$ cat src/hw/rtl/socks_pkg.sv
// Package for the SOCKS5 request parser: types, codes and constants.
package socks_pkg;

    // Parse phase, one-hot
    typedef enum logic [10:0] {
        PH_VER     = 11'b000_0000_0001,
        PH_CMD     = 11'b000_0000_0010,
        PH_RSV     = 11'b000_0000_0100,
        PH_ATYP    = 11'b000_0000_1000,
        PH_DLEN    = 11'b000_0001_0000,
        PH_ADDR    = 11'b000_0010_0000,
        PH_PORT    = 11'b000_0100_0000,
        PH_DONE    = 11'b000_1000_0000,
        PH_BADCMD  = 11'b001_0000_0000,
        PH_BADATYP = 11'b010_0000_0000,
        PH_EMPTY   = 11'b100_0000_0000
    } t_phase;

    // Role of each byte
    typedef enum logic [2:0] {
        ROLE_VERSION  = 3'd0,
        ROLE_COMMAND  = 3'd1,
        ROLE_RESERVED = 3'd2,
        ROLE_ATYP     = 3'd3,
        ROLE_DLEN     = 3'd4,
        ROLE_ADDRESS  = 3'd5,
        ROLE_PORT     = 3'd6,
        ROLE_IGNORED  = 3'd7
    } t_role;

    // Parse status
    typedef enum logic [2:0] {
        ST_MORE    = 3'd0,
        ST_DONE    = 3'd1,
        ST_BADCMD  = 3'd2,
        ST_BADATYP = 3'd3,
        ST_EMPTY   = 3'd4
    } t_status;

    localparam logic [7:0] CMD_CONNECT = 8'd1;
    localparam logic [7:0] ATYP_IPV4   = 8'd1;
    localparam logic [7:0] ATYP_DOMAIN = 8'd3;
    localparam logic [7:0] ATYP_IPV6   = 8'd4;
    localparam logic [8:0] IPV4_BYTES  = 9'd4;
    localparam logic [8:0] IPV6_BYTES  = 9'd16;

    // One registered input byte
    typedef struct packed {
        logic [7:0] in_byte;
        logic       restart;
    } t_in_item;

    // One result, as it leaves the parser core
    typedef struct packed {
        t_role      byte_role;
        logic [7:0] byte_offset;
        t_status    status;
        logic [7:0] address_type;
        logic [15:0] dest_port;
        logic [7:0] version_seen;
    } t_result;

endpackage

$ cat src/hw/rtl/socks_if.sv
// Stream interfaces for request bytes in and tagged results out.
interface socks_in_if;
    logic       valid;
    logic       ready;
    logic [7:0] in_byte;
    logic       restart;

    modport source (output valid, output in_byte, output restart, input ready);
    modport sink   (input valid, input in_byte, input restart, output ready);
endinterface

interface socks_out_if;
    logic        valid;
    logic        ready;
    logic [2:0]  byte_role;
    logic [7:0]  byte_offset;
    logic [2:0]  status;
    logic [7:0]  address_type;
    logic [15:0] dest_port;
    logic [7:0]  version_seen;

    modport source (output valid, output byte_role, output byte_offset, output status,
                    output address_type, output dest_port, output version_seen,
                    input ready);
    modport sink   (input valid, input byte_role, input byte_offset, input status,
                    input address_type, input dest_port, input version_seen,
                    output ready);
endinterface

$ cat src/hw/rtl/socks_in_stage.sv
// Input register stage: holds one accepted request byte for the core.
module socks_in_stage (
    input  logic                i_clk,
    input  logic                i_rst_n,
    socks_in_if.sink            i_in,
    input  logic                i_take,
    output logic                o_vld,
    output socks_pkg::t_in_item o_item
);
    import socks_pkg::*;

    logic     r_vld;
    t_in_item r_item;
    logic     accept;

    // Free when empty or when the held byte moves on this cycle
    assign i_in.ready = !r_vld || i_take;
    assign accept     = i_in.valid && i_in.ready;

    always_ff @(posedge i_clk) begin
        if (!i_rst_n) begin
            r_vld <= 1'b0;
        end else if (accept) begin
            r_vld <= 1'b1;
        end else if (i_take) begin
            r_vld <= 1'b0;
        end
    end

    always_ff @(posedge i_clk) begin
        if (accept) begin
            r_item.in_byte <= i_in.in_byte;
            r_item.restart <= i_in.restart;
        end
    end

    assign o_vld  = r_vld;
    assign o_item = r_item;
endmodule

$ cat src/hw/rtl/socks_core.sv
// Parser core: phase machine, counters and kept fields; tags one byte per transfer.
module socks_core (
    input  logic                i_clk,
    input  logic                i_rst_n,
    input  logic                i_fire,
    input  socks_pkg::t_in_item i_item,
    output socks_pkg::t_result  o_result
);
    import socks_pkg::*;

    t_phase     r_phase, n_phase;
    logic [7:0] r_count, n_count;
    logic [7:0] r_dlen, n_dlen;
    logic [7:0] r_port_hi, n_port_hi;
    logic [7:0] r_port_lo, n_port_lo;
    logic [7:0] r_atyp, n_atyp;
    logic [7:0] r_ver, n_ver;

    t_phase     c_phase;
    logic [7:0] c_count, c_dlen, c_port_hi, c_port_lo, c_atyp, c_ver;
    logic [8:0] addr_size;
    logic [8:0] offset_next;
    logic [7:0] b;
    t_role      role;
    logic [7:0] offset;
    t_status    status;

    assign b = i_item.in_byte;

    // Restart clears everything before the byte is taken
    always_comb begin
        if (i_item.restart) begin
            c_phase   = PH_VER;
            c_count   = '0;
            c_dlen    = '0;
            c_port_hi = '0;
            c_port_lo = '0;
            c_atyp    = '0;
            c_ver     = '0;
        end else begin
            c_phase   = r_phase;
            c_count   = r_count;
            c_dlen    = r_dlen;
            c_port_hi = r_port_hi;
            c_port_lo = r_port_lo;
            c_atyp    = r_atyp;
            c_ver     = r_ver;
        end
    end

    // Address length by type; domain uses the received length byte
    always_comb begin
        if (c_atyp == ATYP_IPV4) begin
            addr_size = IPV4_BYTES;
        end else if (c_atyp == ATYP_IPV6) begin
            addr_size = IPV6_BYTES;
        end else begin
            addr_size = {1'b0, c_dlen};
        end
    end

    assign offset_next = {1'b0, c_count} + 9'd1;

    // Phase step
    always_comb begin
        n_phase   = c_phase;
        n_count   = c_count;
        n_dlen    = c_dlen;
        n_port_hi = c_port_hi;
        n_port_lo = c_port_lo;
        n_atyp    = c_atyp;
        n_ver     = c_ver;
        role      = ROLE_IGNORED;
        offset    = '0;
        status    = ST_MORE;
        unique case (c_phase)
            PH_VER: begin
                role    = ROLE_VERSION;
                n_ver   = b;
                n_phase = PH_CMD;
            end
            PH_CMD: begin
                role = ROLE_COMMAND;
                if (b == CMD_CONNECT) begin
                    n_phase = PH_RSV;
                end else begin
                    status  = ST_BADCMD;
                    n_phase = PH_BADCMD;
                end
            end
            PH_RSV: begin
                role    = ROLE_RESERVED;
                n_phase = PH_ATYP;
            end
            PH_ATYP: begin
                role    = ROLE_ATYP;
                n_count = '0;
                if (b == ATYP_IPV4 || b == ATYP_IPV6) begin
                    n_atyp  = b;
                    n_phase = PH_ADDR;
                end else if (b == ATYP_DOMAIN) begin
                    n_atyp  = b;
                    n_phase = PH_DLEN;
                end else begin
                    status  = ST_BADATYP;
                    n_phase = PH_BADATYP;
                end
            end
            PH_DLEN: begin
                role    = ROLE_DLEN;
                n_dlen  = b;
                n_count = '0;
                if (b == 8'd0) begin
                    status  = ST_EMPTY;
                    n_phase = PH_EMPTY;
                end else begin
                    n_phase = PH_ADDR;
                end
            end
            PH_ADDR: begin
                role    = ROLE_ADDRESS;
                offset  = c_count;
                n_count = offset_next[7:0];
                if (offset_next >= addr_size) begin
                    n_count = '0;
                    n_phase = PH_PORT;
                end
            end
            PH_PORT: begin
                role   = ROLE_PORT;
                offset = {7'd0, c_count[0]};
                if (!c_count[0]) begin
                    n_port_hi = b;
                    n_count   = 8'd1;
                end else begin
                    n_port_lo = b;
                    n_count   = '0;
                    status    = ST_DONE;
                    n_phase   = PH_DONE;
                end
            end
            PH_DONE:    status = ST_DONE;
            PH_BADCMD:  status = ST_BADCMD;
            PH_BADATYP: status = ST_BADATYP;
            PH_EMPTY:   status = ST_EMPTY;
            default: ;
        endcase
    end

    // Result; kept fields only shown once complete
    always_comb begin
        o_result.byte_role   = role;
        o_result.byte_offset = offset;
        o_result.status      = status;
        if (status == ST_DONE) begin
            o_result.address_type = n_atyp;
            o_result.dest_port    = {n_port_hi, n_port_lo};
            o_result.version_seen = n_ver;
        end else begin
            o_result.address_type = '0;
            o_result.dest_port    = '0;
            o_result.version_seen = '0;
        end
    end

    // State update on each byte handed to the output stage
    always_ff @(posedge i_clk) begin
        if (!i_rst_n) begin
            r_phase   <= PH_VER;
            r_count   <= '0;
            r_dlen    <= '0;
            r_port_hi <= '0;
            r_port_lo <= '0;
            r_atyp    <= '0;
            r_ver     <= '0;
        end else if (i_fire) begin
            r_phase   <= n_phase;
            r_count   <= n_count;
            r_dlen    <= n_dlen;
            r_port_hi <= n_port_hi;
            r_port_lo <= n_port_lo;
            r_atyp    <= n_atyp;
            r_ver     <= n_ver;
        end
    end
endmodule

$ cat src/hw/rtl/socks_out_stage.sv
// Output register stage: holds one tagged result until the sink takes it.
module socks_out_stage (
    input  logic               i_clk,
    input  logic               i_rst_n,
    input  logic               i_load,
    input  socks_pkg::t_result i_result,
    output logic               o_room,
    socks_out_if.source        o_out
);
    import socks_pkg::*;

    logic    r_vld;
    t_result r_result;

    // Room when empty or the held result leaves this cycle
    assign o_room = !r_vld || o_out.ready;

    always_ff @(posedge i_clk) begin
        if (!i_rst_n) begin
            r_vld <= 1'b0;
        end else if (i_load) begin
            r_vld <= 1'b1;
        end else if (o_out.ready) begin
            r_vld <= 1'b0;
        end
    end

    always_ff @(posedge i_clk) begin
        if (i_load) begin
            r_result <= i_result;
        end
    end

    assign o_out.valid        = r_vld;
    assign o_out.byte_role    = r_result.byte_role;
    assign o_out.byte_offset  = r_result.byte_offset;
    assign o_out.status       = r_result.status;
    assign o_out.address_type = r_result.address_type;
    assign o_out.dest_port    = r_result.dest_port;
    assign o_out.version_seen = r_result.version_seen;
endmodule

$ cat src/hw/rtl/socks5_request_parser.sv
// Top level of the SOCKS5 request parser.
// Takes one request byte per transfer and returns one tagged result per byte: role, offset
// within the address or port, and parse status; address type, port and version appear when
// the status reads complete. Throughput is one byte per clock while the output is not
// stalled; a byte is held in the input register and its result then in the result register
// around the parser core, whose phase and counters update once per byte. A stalled output
// backs up into the input register and then drops input ready. Restart set on a byte
// returns the parser to the version phase before that byte is parsed.
module socks5_request_parser (
    input  logic        i_clk,
    input  logic        i_rst_n,
    socks_in_if.sink    i_in,
    socks_out_if.source o_out
);
    import socks_pkg::*;

    logic     in_vld;
    t_in_item in_item;
    logic     out_room;
    logic     fire;
    t_result  result;

    // A byte moves from input register to result register
    assign fire = in_vld && out_room;

    socks_in_stage u_in (
        .i_clk   (i_clk),
        .i_rst_n (i_rst_n),
        .i_in    (i_in),
        .i_take  (fire),
        .o_vld   (in_vld),
        .o_item  (in_item)
    );

    socks_core u_core (
        .i_clk    (i_clk),
        .i_rst_n  (i_rst_n),
        .i_fire   (fire),
        .i_item   (in_item),
        .o_result (result)
    );

    socks_out_stage u_out (
        .i_clk    (i_clk),
        .i_rst_n  (i_rst_n),
        .i_load   (fire),
        .i_result (result),
        .o_room   (out_room),
        .o_out    (o_out)
    );
endmodule
$ cat src/flat_wrapper.sv
// flat-port wrapper written by rule: the top's interface ports become plain ports
module socks5_request_parser_flat import socks_pkg::*;
  (i_clk, i_rst_n, i_in_valid, i_in_in_byte, i_in_restart, i_in_ready, o_out_valid, o_out_byte_role, o_out_byte_offset, o_out_status, o_out_address_type, o_out_dest_port, o_out_version_seen, o_out_ready);
  socks_in_if i_in_i ();
  socks_out_if o_out_i ();
  input  logic i_clk;
  input  logic i_rst_n;
  input wire logic [$bits(i_in_i.valid)-1:0] i_in_valid;
  input wire logic [$bits(i_in_i.in_byte)-1:0] i_in_in_byte;
  input wire logic [$bits(i_in_i.restart)-1:0] i_in_restart;
  output wire logic [$bits(i_in_i.ready)-1:0] i_in_ready;
  output wire logic [$bits(o_out_i.valid)-1:0] o_out_valid;
  output wire logic [$bits(o_out_i.byte_role)-1:0] o_out_byte_role;
  output wire logic [$bits(o_out_i.byte_offset)-1:0] o_out_byte_offset;
  output wire logic [$bits(o_out_i.status)-1:0] o_out_status;
  output wire logic [$bits(o_out_i.address_type)-1:0] o_out_address_type;
  output wire logic [$bits(o_out_i.dest_port)-1:0] o_out_dest_port;
  output wire logic [$bits(o_out_i.version_seen)-1:0] o_out_version_seen;
  input wire logic [$bits(o_out_i.ready)-1:0] o_out_ready;
  assign i_in_i.valid = i_in_valid;
  assign i_in_i.in_byte = i_in_in_byte;
  assign i_in_i.restart = i_in_restart;
  assign i_in_ready = i_in_i.ready;
  assign o_out_valid = o_out_i.valid;
  assign o_out_byte_role = o_out_i.byte_role;
  assign o_out_byte_offset = o_out_i.byte_offset;
  assign o_out_status = o_out_i.status;
  assign o_out_address_type = o_out_i.address_type;
  assign o_out_dest_port = o_out_i.dest_port;
  assign o_out_version_seen = o_out_i.version_seen;
  assign o_out_i.ready = o_out_ready;
  socks5_request_parser u_core (.i_clk(i_clk), .i_rst_n(i_rst_n), .i_in(i_in_i), .o_out(o_out_i));
endmodule
$ cat config.mk
export PLATFORM = sky130hd
export DESIGN_NAME = socks5_request_parser_flat
export DESIGN_NICKNAME = d
export VERILOG_FILES = /design/src/hw/rtl/socks_pkg.sv /design/src/hw/rtl/socks_if.sv /design/src/hw/rtl/socks_in_stage.sv /design/src/hw/rtl/socks_core.sv /design/src/hw/rtl/socks_out_stage.sv /design/src/hw/rtl/socks5_request_parser.sv /design/src/flat_wrapper.sv
export SDC_FILE = /design/constraint.sdc
export NUM_CORES = 1
export LEC_CHECK = 0
export BUFFER_PORTS_ARGS = -buffer_cell sky130_fd_sc_hd__buf_4
export CORE_UTILIZATION = 30
export DETAILED_ROUTE_END_ITERATION = 8
export GPL_TIMING_DRIVEN = 0
export PLACE_DENSITY_LB_ADDON = 0.25
export SLEW_MARGIN = 15
export SYNTH_ARGS = -nofsm -noshare
export SYNTH_HDL_FRONTEND = slang
export SYNTH_HIERARCHICAL = 1
export SYNTH_SLANG_ARGS = --single-unit
export TNS_END_PERCENT = 50
$ cat constraint.sdc
create_clock -name i_clk -period 6.8 [get_ports i_clk]
set_clock_uncertainty 0.15 [all_clocks]
set_input_delay 0.68 -clock i_clk [delete_from_list [all_inputs] [get_ports i_clk]]
set_output_delay 0.68 -clock i_clk [all_outputs]
set_load 0.05 [all_outputs]
Yosys cells after proc, flatten, opt, wreduce, memory -nomap -nowiden
Cells that the tools add are included.
- bits in registers: 116
- input bits: 13
- $add $sub $neg: 1
- equality and inequality tests: 17
- $lt $le $gt $ge: 1
- reductions and logical operators: 11
- mux-type cells: 40
- operators with widths (operator ; number):
    8-bit 2-to-1 mux ; 18
    11-bit case mux with 7 select lines ; 1
    11-bit 2-to-1 mux ; 4
    3-bit case mux with 8 select lines ; 1
    8-bit case mux with 3 select lines ; 1
    3-bit case mux with 7 select lines ; 1
    10-bit 2-to-1 mux ; 2
    8-bit by 1-bit == test with 1-bit output, second input constant ; 2
    8-bit by 3-bit == test with 1-bit output, second input constant ; 2
    8-bit case mux with 2 select lines ; 1
    11-bit by 1-bit == test with 1-bit output, second input constant ; 1
    11-bit by 10-bit == test with 1-bit output, second input constant ; 1
    11-bit == test, second input constant ; 1
    11-bit by 2-bit == test with 1-bit output, second input constant ; 1
    11-bit by 3-bit == test with 1-bit output, second input constant ; 1
    11-bit by 4-bit == test with 1-bit output, second input constant ; 1
    11-bit by 5-bit == test with 1-bit output, second input constant ; 1
    11-bit by 6-bit == test with 1-bit output, second input constant ; 1
    11-bit by 7-bit == test with 1-bit output, second input constant ; 1
    11-bit by 8-bit == test with 1-bit output, second input constant ; 1
    11-bit by 9-bit == test with 1-bit output, second input constant ; 1
    8-bit by 1-bit adder with 9-bit output, second input constant ; 1
    9-bit greater-or-equal comparator ; 1
    9-bit 2-to-1 mux ; 1
    other kinds (11) ; 23

Longest topological paths before layout
Gate-level depths: netlist (run 1).
- depth after elaboration: 7
- depth in mapped cells: 14

By module
The synthesis (run 1) kept the hierarchy.
- by module, submodules not included (module ; area each (um^2) ; seq. area each (um^2) ; cells an instance ; instances):
    socks_core ; 3698.5 ; 1181.1 ; 466 ; 1
    socks_out_stage ; 1430.1 ; 1401.3 ; 50 ; 1
    socks_in_stage ; 327.8 ; 290.3 ; 14 ; 1
    socks5_request_parser ; 6.3 ; 0.0 ; 1 ; 1

Least setup slack after synthesis (run 1)
Ideal clock, no wire load.
- path type: register to register
- start: register u_core.u_in.r_item, in the netlist u_core/u_in/o_item[0]
- end: register u_core.u_core.r_count[0]
- period minus slack after synthesis: 3.611 ns
- setup slack: 3.189 ns
- buffers on the path: 2
- library setup time: 0.066 ns
- arrival: 3.395 ns
- stages on the path, launching flop included: 15
- cells stage by stage: edfxtp_1 clkbuf_1 nor2b_1 clkbuf_1 ha_1 nand3_1 or3_1 xnor2_1 ha_1 a21o_1 a21oi_1 o21ai_1 or3_4 a211o_1 a21oi_2
- longest elaborated chain between the ends: 7
- elaborated cells on any way between the ends: 18
- RTL lines (element ; RTL line ; text):
    start, declared ; socks_in_stage.sv:13 ; t_in_item r_item;
    parallel branches: the longest is 6 deep, another holds 8-bit by 1-bit adder with 9-bit output ; -- ;
    8-bit case mux with 3 select lines * ; socks_core.sv:76 ; unique case (c_phase)
    end signal, assigned ; socks_core.sv:178 ; r_count <= n_count;
    end, declared ; socks_core.sv:12 ; logic [7:0] r_count, n_count;
Mark *: on every way between the ends.
A chain may end at the register's enable or synchronous reset.

Worst setup path after layout (run 1)
- start: register u_core.u_in.r_item, in the netlist u_core/u_in/o_item[0]
- end: register u_core.u_core.r_count[7]
The elaborated chain is that of the path after synthesis.

==> results of run 1 <==
worst paths after layout:
check	endpoint	startpoint	slack (ns)
worst max-delay path	u_core/u_core/r_count[7]$_SDFFE_PN0P_	u_core/u_in/o_item[0]$_DFFE_PP_	2.47
worst min-delay path	u_core/u_in/o_item[5]$_DFFE_PP_	i_in_in_byte[4]	0.28
worst max register to register	u_core/u_core/r_count[7]$_SDFFE_PN0P_	u_core/u_in/o_item[0]$_DFFE_PP_	2.47
worst min register to register	u_core/u_core/r_atyp[6]$_SDFFE_PN0P_	u_core/u_core/r_atyp[6]$_SDFFE_PN0P_	0.33
power groups by stage:
stage | sequential (uW) | combinational (uW) | clock [uW]
2_1_floorplan | 831 | 94.3 | 0
3_3_place_gp | 785 | 202 | 0
3_5_place_dp | 784 | 207 | 0
4_1_cts | 770 | 208 | 895
5_1_grt | 772 | 221 | 932
6_report | 770 | 207 | 877
layer usage:
layer	vias up	GRT usage	share of wire
li1	2093	-	-
met1	2102	0.215	0.46
met2	134	0.256	0.47
met3	19	0.0363	0.050
met4	0	0.0800	0.020
met5	-	0	0
sequential cells by signal, indices dropped and copies added, names as in the netlist:
signal                           flops
u_core/u_out/o_out.dest_port        16
u_core/u_core/r_phase               11
u_core/u_in/o_item                   9
u_core/u_core/r_atyp                 8
u_core/u_core/r_count                8
u_core/u_core/r_dlen                 8
u_core/u_core/r_port_hi              8
u_core/u_core/r_port_lo              8
u_core/u_core/r_ver                  8
u_core/u_out/o_out.address_type      8
u_core/u_out/o_out.byte_offset       8
u_core/u_out/o_out.version_seen      8
u_core/u_out/o_out.byte_role         3
u_core/u_out/o_out.status            3
u_core/u_in/o_vld                    1
u_core/u_out/o_out.valid             1
metrics by stage:
step                power [uW]  cells  cell area (um^2)   util  hold slack (ns)
floorplan                  925    531              5460      -            0.303
global placement           987    816              6190  0.353            0.320
detailed placement         991    817              6220  0.354            0.320
CTS                       1870    849              6800  0.388            0.265
global route              1920    849              6800  0.388            0.264
finish                    1850    849              6800  0.388            0.283
worst max-delay path, delay by kind of cell (launching register included):
kind / cells / cell delay (ns)
adders and majority gates: 1 / 0.27
AOI/OAI and AO/OA: 4 / 1.06
DFF: 1 / 0.43
and+or+nand+nor: 5 / 1.68
buffers and inverters: 2 / 0.65
cell families (layout without fill, tap and decap cells):
family | after synthesis | in the layout | share of synthesized area
flops | 116 | 116 | 0.526
fa+ha+maj | 9 | 9 | 0.0206
simple gates | 203 | 203 | 0.210
compound gates | 127 | 127 | 0.161
xor+xnor | 11 | 11 | 0.0176
buf+inv | 49 | 142 | 0.0357
mux | 16 | 16 | 0.0293
final cells by class:
cell class / count / area share
clock buffer: 17 / 0.0626
multi-input combinational: 366 / 0.353
sequential: 116 / 0.423
timing repair buffer: 61 / 0.0692
clock inverter: 15 / 0.0228
buffer: 34 / 0.0204
tap: 225 / 0.0414
inverter: 15 / 0.00828
cell usage in the layout, fill, tap and decap left out, types with 14 or more instances in the layout:
cell and instances:
a21oi_1 23, edfxtp_1 55, nor2_1 61, nand3_1 15, inv_1 14, o21ai_0 19
a22oi_1 42, nand2_1 27, clkbuf_16 17, buf_4 60, clkbuf_1 27, mux2i_1 16
dfxtp_1 61, nor2b_1 44
==> flow_summary.yaml, run 1 <==
drt:
  ant_nets: 0
  routedWlPerCell_um: 17.2
  dr_total_vias: 4348
  first_pass_iters: 6
  drc: 0
  vias_per_cell: 5.12
  routed_wl_mm: 14.6
  drt_iter0_drc: 338
clock_tree:
  cts_buffers: 17
  cts_resized: 0
  cts_setup_buffers: 0
  clkSlewWorstSetupHoldPaths_ns: 0.06
  insertion_delay_ns: 0.42
  cts_max_level: 4
  clockBufferDepth: 2
  tritoncts: "yes"
  holdBufCountCts: 0
  clock-sinks: 116
  cts_root_buf: "clkbuf_16"
floorplan:
  dieArea_um2: 18800
  dieWidth_um: 137
  die_height_um: 137
  io_pins: 61
  initial_core_util: 0.312
  core_area_um2: 17500
  rows: 48
setup_path:
  crit_type: "flip-flop to flip-flop"
  path_cells: "clkbuf_1 > inv_1 > nand4_1 > nor4_1 > a21oi_1 > and2_1 > ha_1 > o311ai_0 > a21oi_1 > or3_4 > nor4_1 > o21bai_1"
  crit_fanout: 10
  cpPeakStageDelay_ns: 0.58
  cp_slowest_cell: "nor4_1"
  reg2reg_depth: 12
  crit_required_ns: 7.00
  cp-start-kind: "flip-flop"
  end_kind: "flip-flop"
  cp.arrival_ns: 4.53
sta:
  worst_pin_slew_ns: 1.04
  setup_tns_ns: 0
  rsz0062_at_grt: "false"
  setup_viol: 0
  period_needed_ns: 4.33
  finalCritPeriodShare: 0.637
  hold_viol_final: 0
  max_freq_mhz: 231
  slew_violations: 0
  relSlewSlack: 0.306
  finalWorstSetupSlack_ns: 2.47
pwr:
  switchingPower_uw: 492
  p_int_uw: 1360
  p_per_area_nw_per_um2: 273
  p_sw_frac: 0.266
  combPwrFrac: 0.112
  vdd_drop_max_v: 0.000178
  p_seq_frac: 0.415
  clkPwrFrac: 0.473
  p_leak_uw: 0.00241
placed_design:
  dp_slack_ns: 2.49
  numPortBuffers: 60
  dp_hpwl_mm: 10.1
  place_congestion: 0.817
synth:
  ys_seq_elements: 116
  ys.flop_type: "dfxtp_1"
  syn_nets: 553
  synth-seq-area-share: 0.526
  synth_edf_count: 55
  avgSynthCellArea_um2: 10.3
  synth_cells: 531
  synth_warnings: 6
  async_reset_ff_frac: 0
  synth_top_area_share: 0.302
  yosys.area.top_type: "edfxtp_1"
  synth_area_leaders: "edfxtp_1 30%, dfxtp_1 22%, a22oi_1 5.8%"
  ys_types: 62
  synth_common_cells: "61 x dfxtp_1, 61 x nor2_1, 55 x edfxtp_1, 44 x nor2b_1, 42 x a22oi_1"
  synthesis.area_um2: 5460
outcome:
  status: "complete, no violations"
layout:
  drive_gt1_frac: 0.194
  fillers: 1748
  multi_input_area_um2: 2400
  finalNetCount: 633
  area_growth_pct: 24.4
  regArea_um2: 2870
  antenna_cells: 0
global_routing:
  grt-ovfl-total: 0
  antenna_found_initial: 0
  grt_pass1_vias: 4255
  grt_max_degree: 34
  grt_pass1_wl_mm: 22.8
  track_usage: 0.165
min_path:
  hold_class: "primary input to flip-flop"
  hold_depth: 1
job:
  drv_cap: 0
Power figures use the tool's default switching activity.
==> run 2: changes to the inputs <==
clock period = 4.5 ns   (was 6.8 ns; I/O delays follow)
==> run 2 against run 1 <==
Register-to-register slack worse by 2.2 ns. Sequential power is 51% higher. Combinational power is 51% higher. Hold slack worse by 0.23 ns. Critical path depth is 2 higher. Power is 51% higher. Design area is 0.11% higher. Maximum frequency is 2.9% higher. Sequential cell count stayed put. Utilization hardly changed. Clock power is 51% higher. Via count is 0.99% higher. Critical path type unchanged. Critical endpoint unchanged.
==> flow_summary.yaml, run 2 (synthesized netlist as in run 1, its figures left out) <==
placed_design:
  dp_cells: 817
  numPortBuffers: 60
  dp_slack_ns: 0.192
  dp_hpwl_mm: 10.1
  place_congestion: 0.817
layout:
  largest_register_ffs: 16
  drive_gt1_frac: 0.197
  area_growth_pct: 24.6
  post-route-util: 0.388
  finalNetCount: 633
  stdcell_count: 849
  antenna_cells: 0
  layout_common_cells: "61 x nor2_1, 61 x dfxtp_1, 60 x buf_4"
sta:
  setup_viol: 0
  max_freq_mhz: 238
  rsz0062_at_grt: "false"
  finalCritPeriodShare: 0.935
  period_needed_ns: 4.21
  relSlewSlack: 0.317
  hold_viol_final: 0
  setup_tns_ns: 0
  finalWorstSetupSlack_ns: 0.293
  worst_pin_slew_ns: 1.02
  slew_violations: 0
clock_tree:
  cts_buffers: 17
  clkSlewWorstSetupHoldPaths_ns: 0.06
  cts_max_level: 4
  holdBufCountCts: 0
  clockBufferDepth: 2
  clock-sinks: 116
  cts_setup_buffers: 0
  tritoncts: "yes"
  cts_resized: 0
  insertion_delay_ns: 0.42
  cts_root_buf: "clkbuf_16"
min_path:
  hold_depth: 1
  hold_end: "u_core/u_in/o_item[5]$_DFFE_PP_"
  min-delay-start: "i_in_in_byte[4]"
  hold_class: "primary input to flip-flop"
setup_path:
  crit_required_ns: 4.70
  cp_slowest_cell: "or3_1"
  crit_type: "flip-flop to flip-flop"
  crit_buf_inv: 2
  cp.arrival_ns: 4.40
  reg2reg_slack_ns: 0.29
  cp-start-kind: "flip-flop"
  reg2reg_depth: 14
  cpPeakStageDelay_ns: 0.44
  end_kind: "flip-flop"
  reg2reg_from: "u_core/u_in/o_item[0]$_DFFE_PP_"
  r2r_end: "u_core/u_core/r_count[7]$_SDFFE_PN0P_"
  path_cells: "clkbuf_1 > nor2b_1 > clkbuf_1 > ha_1 > nand3_1 > or3_1 > xnor2_1 > ha_1 > a21o_1 > a21oi_1 > o21ai_1 > or3_4 > nor4_1 > o21bai_1"
  crit_fanout: 10
  path_depth: 14
  critical-path-top-delay-family: "simple AND/OR/NAND/NOR gates"
drt:
  ant_nets: 0
  drc: 0
  drt_iter0_drc: 322
  routedWlPerCell_um: 17.1
  first_pass_iters: 5
  vias_per_cell: 5.17
  routed_wl_mm: 14.5
  dr_total_vias: 4391
floorplan:
  io_pins: 61
  core_area_um2: 17500
  die_height_um: 137
  dieArea_um2: 18800
  dieWidth_um: 137
  rows: 48
  initial_core_util: 0.312
global_routing:
  antenna_found_initial: 0
  grt_max_degree: 34
  grt_pass1_vias: 4255
  grt-busiest-layer: "met2"
  grt_pass1_wl_mm: 22.8
  track_usage: 0.165
  use_met1: 0.215
  grt-ovfl-total: 0
  met3_usage: 0.0363
  grtUsageMet2: 0.256
pwr:
  p_leak_uw: 0.00241
  totalPowerFinal_uw: 2800
  vdd_drop_max_v: 0.000268
  p_per_area_nw_per_um2: 412
outcome:
  status: "complete, no violations"
job:
  drv_cap: 0
## run 2: cell count changes in the layout (fill, tap and decap cells not counted)
cell      previous run  this run
nor4_1               3         2
buf_1                3         2
clkbuf_2             0         1
nor4_2               3         4
## run 2: worst max path at each step
stage                                     from                                       to  slack, ns
2_1_floorplan  u_core/u_in/o_item[0]$_DFFE_PP_    u_core/u_core/r_count[0]$_SDFFE_PN0P_       0.89
3_3_place_gp                       o_out_ready  u_core/u_core/r_port_lo[7]$_SDFFE_PN0P_      0.005
3_5_place_dp   u_core/u_in/o_item[0]$_DFFE_PP_    u_core/u_core/r_count[0]$_SDFFE_PN0P_       0.19
4_1_cts        u_core/u_in/o_item[0]$_DFFE_PP_    u_core/u_core/r_count[0]$_SDFFE_PN0P_       0.18
5_1_grt        u_core/u_in/o_item[0]$_DFFE_PP_    u_core/u_core/r_count[7]$_SDFFE_PN0P_       0.01
6_report       u_core/u_in/o_item[0]$_DFFE_PP_    u_core/u_core/r_count[7]$_SDFFE_PN0P_       0.29
## run 2: power by group
group	total (uW)	switching, uW	internal [uW]	leakage [uW]
registers	1160	18.0	1140	0.00103
clock network	1320	508	816	0.000283
logic	313	216	97.0	0.00110
## run 2: through the flow
stage          hold slack, ns  cell area [um^2]
2_1_floorplan           0.303              5460
6_report               0.0533              6800
5_1_grt                0.0335              6800
3_5_place_dp            0.320              6220
4_1_cts                0.0349              6800
3_3_place_gp            0.320              6190
## run 2: cell type report
type	count	area, um^2
Clock inverter	15	155
Multi-Input combinational cell	366	2400
Buffer	34	140
Sequential cell	116	2870
Clock buffer	17	425
Fill cell	1746	10700
Inverter	15	56.3
Timing Repair Buffer	61	470
Tap cell	225	282
## run 2: metal layers
| metal | part of all wire | up-vias |
|---|---|---|
| met2 | 0.47 | 155 |
| met1 | 0.45 | 2115 |
| li1 | - | 2100 |
| met3 | 0.059 | 21 |
| met4 | 0.020 | 0 |
| met5 | 0 | - |
==> run 3: changes to the inputs <==
CORE_UTILIZATION = 56   (was 30)
==> run 3 against run 2 <==
Global-route usage rose by 12 points. Critical path depth stayed put. Via count rose by 4.9%. Power fell by 1.7%. Critical endpoint is now u_core/u_core/r_count[0]$_SDFFE_PN0P_. Cell count decreased by 10%. Setup slack got worse by 0.010 ns. Critical path type unchanged. Sequential share of layout area up 0.29 points.
==> flow_summary.yaml, run 3 (synthesized netlist as in run 1, its figures left out) <==
outcome:
  status: "complete, no violations"
job:
  drv_cap: 0
drt:
  first_pass_iters: 6
  routed_wl_mm: 13.6
  ant_nets: 0
  vias_per_cell: 6.05
  routedWlPerCell_um: 17.8
  drc: 0
  dr_total_vias: 4608
  drt_iter0_drc: 381
global_routing:
  track_usage: 0.283
  grt_max_degree: 35
  grt_pass1_vias: 4426
  grt_pass1_wl_mm: 21.7
  grt-ovfl-total: 0
  antenna_found_initial: 0
floorplan:
  dieWidth_um: 101
  initial_core_util: 0.586
  dieArea_um2: 10200
  die_height_um: 101
  rows: 35
  io_pins: 61
  core_area_um2: 9330
layout:
  drive_gt1_frac: 0.196
  stdcell_count: 762
  antenna_cells: 0
  area_growth_pct: 23.7
  fillers: 684
  post-route-util: 0.724
  largest_register_ffs: 16
  layout_common_cells: "61 x nor2_1, 61 x dfxtp_1, 60 x buf_4"
  finalNetCount: 642
placed_design:
  numPortBuffers: 60
  dp_cells: 721
  dp_hpwl_mm: 8.96
  place_congestion: 0.899
clock_tree:
  clockBufferDepth: 2
  insertion_delay_ns: 0.52
  cts_buffers: 17
  tritoncts: "yes"
  cts_setup_buffers: 0
  cts_max_level: 4
  clkSlewWorstSetupHoldPaths_ns: 0.06
  cts_root_buf: "clkbuf_8"
  clock-sinks: 116
setup_path:
  crit_type: "flip-flop to flip-flop"
  crit_required_ns: 4.81
  cp-start-kind: "flip-flop"
  crit_fanout: 10
  cp.arrival_ns: 4.52
  end_kind: "flip-flop"
sta:
  rsz0062_at_grt: "false"
  finalCritPeriodShare: 0.937
  worst_pin_slew_ns: 1.13
  hold_viol_final: 0
  slew_violations: 0
  setup_tns_ns: 0
  relSlewSlack: 0.245
  period_needed_ns: 4.22
  max_freq_mhz: 237
  setup_viol: 0
pwr:
  p_per_area_nw_per_um2: 407
  p_leak_uw: 0.00244
  vdd_drop_max_v: 0.000253
min_path:
  hold_class: "primary input to flip-flop"
## run 3: changes by cell type in the layout (fill, tap and decap cells not counted), sizes merged
cell	delta
dlygate4sd3	+9
clkinv	-3
clkinvlp	+2
buf	+1
bufinv	-1
clkbuf	+1
## run 3: final cells by class
type,count,area [um^2],share of cell area
flip-flops and latches,116,2870,0.425
clock inverters,13,124,0.0183
well taps,129,161,0.0239
multi-input cells,366,2400,0.355
plain buffers,34,139,0.0206
inverters,15,56.3,0.00833
repair buffers,70,561,0.0829
clock buffers,19,442,0.0654
## run 3: repair_timing
item | 4_1_cts | 5_1_grt
hold endpoints to repair | 9 | 0
setup endpoints to repair | 0 | 5
gates resized for setup | 0 | 1
hold buffers | 9 | 0
## run 3: layer usage
layer	GRT usage	wire [um]
met1	0.355	5540
met2	0.452	6510
met3	0.0756	1130
met4	0.143	412
met5	0	0
## run 3: final timing paths
check | cells past startpoint | from | to | slack (ns)
worst max-delay path | 14 | u_core/u_in/o_item[0]$_DFFE_PP_ | u_core/u_core/r_count[0]$_SDFFE_PN0P_ | 0.28
worst min-delay path | 3 | i_in_valid | u_core/u_in/o_vld$_SDFFE_PN0P_ | 0.03
worst max register to register | 14 | u_core/u_in/o_item[0]$_DFFE_PP_ | u_core/u_core/r_count[0]$_SDFFE_PN0P_ | 0.28
worst min register to register | 1 | u_core/u_core/r_atyp[5]$_SDFFE_PN0P_ | u_core/u_core/r_atyp[5]$_SDFFE_PN0P_ | 0.34
## run 3: worst max-delay path, stage by stage (launching register included)
cell and delay, ns:
edfxtp_1 0.45, clkbuf_1 0.31, nor2b_1 0.17, clkbuf_1 0.39, ha_1 0.31, nand3_1 0.14
or3_1 0.44, xnor2_1 0.17, ha_1 0.33, a21o_1 0.16, a21oi_1 0.15, o21ai_1 0.16
or3_4 0.38, a211o_1 0.32, a21oi_2 0.12
## run 3: report_power, final
part           internal (uW)  total (uW)  switching, uW  leakage [uW]
Combinational            102         319            217       0.00113
Clock                    766        1270            504      0.000271
Sequential              1140        1160           18.4       0.00103
## run 3: through the flow
| step | hold WS (ns) | worst slack (ns) | area, um^2 | power (uW) |
|---|---|---|---|---|
| 2_1_floorplan | 0.303 | 0.889 | 5460 | 1400 |
| 3_3_place_gp | 0.316 | 0.195 | 6070 | 1480 |
| 3_5_place_dp | 0.318 | 0.345 | 6100 | 1490 |
| 4_1_cts | 0.0117 | 0.305 | 6750 | 2760 |
| 5_1_grt | 0.0348 | 0.0802 | 6760 | 2820 |
| 6_report | 0.0279 | 0.283 | 6760 | 2750 |
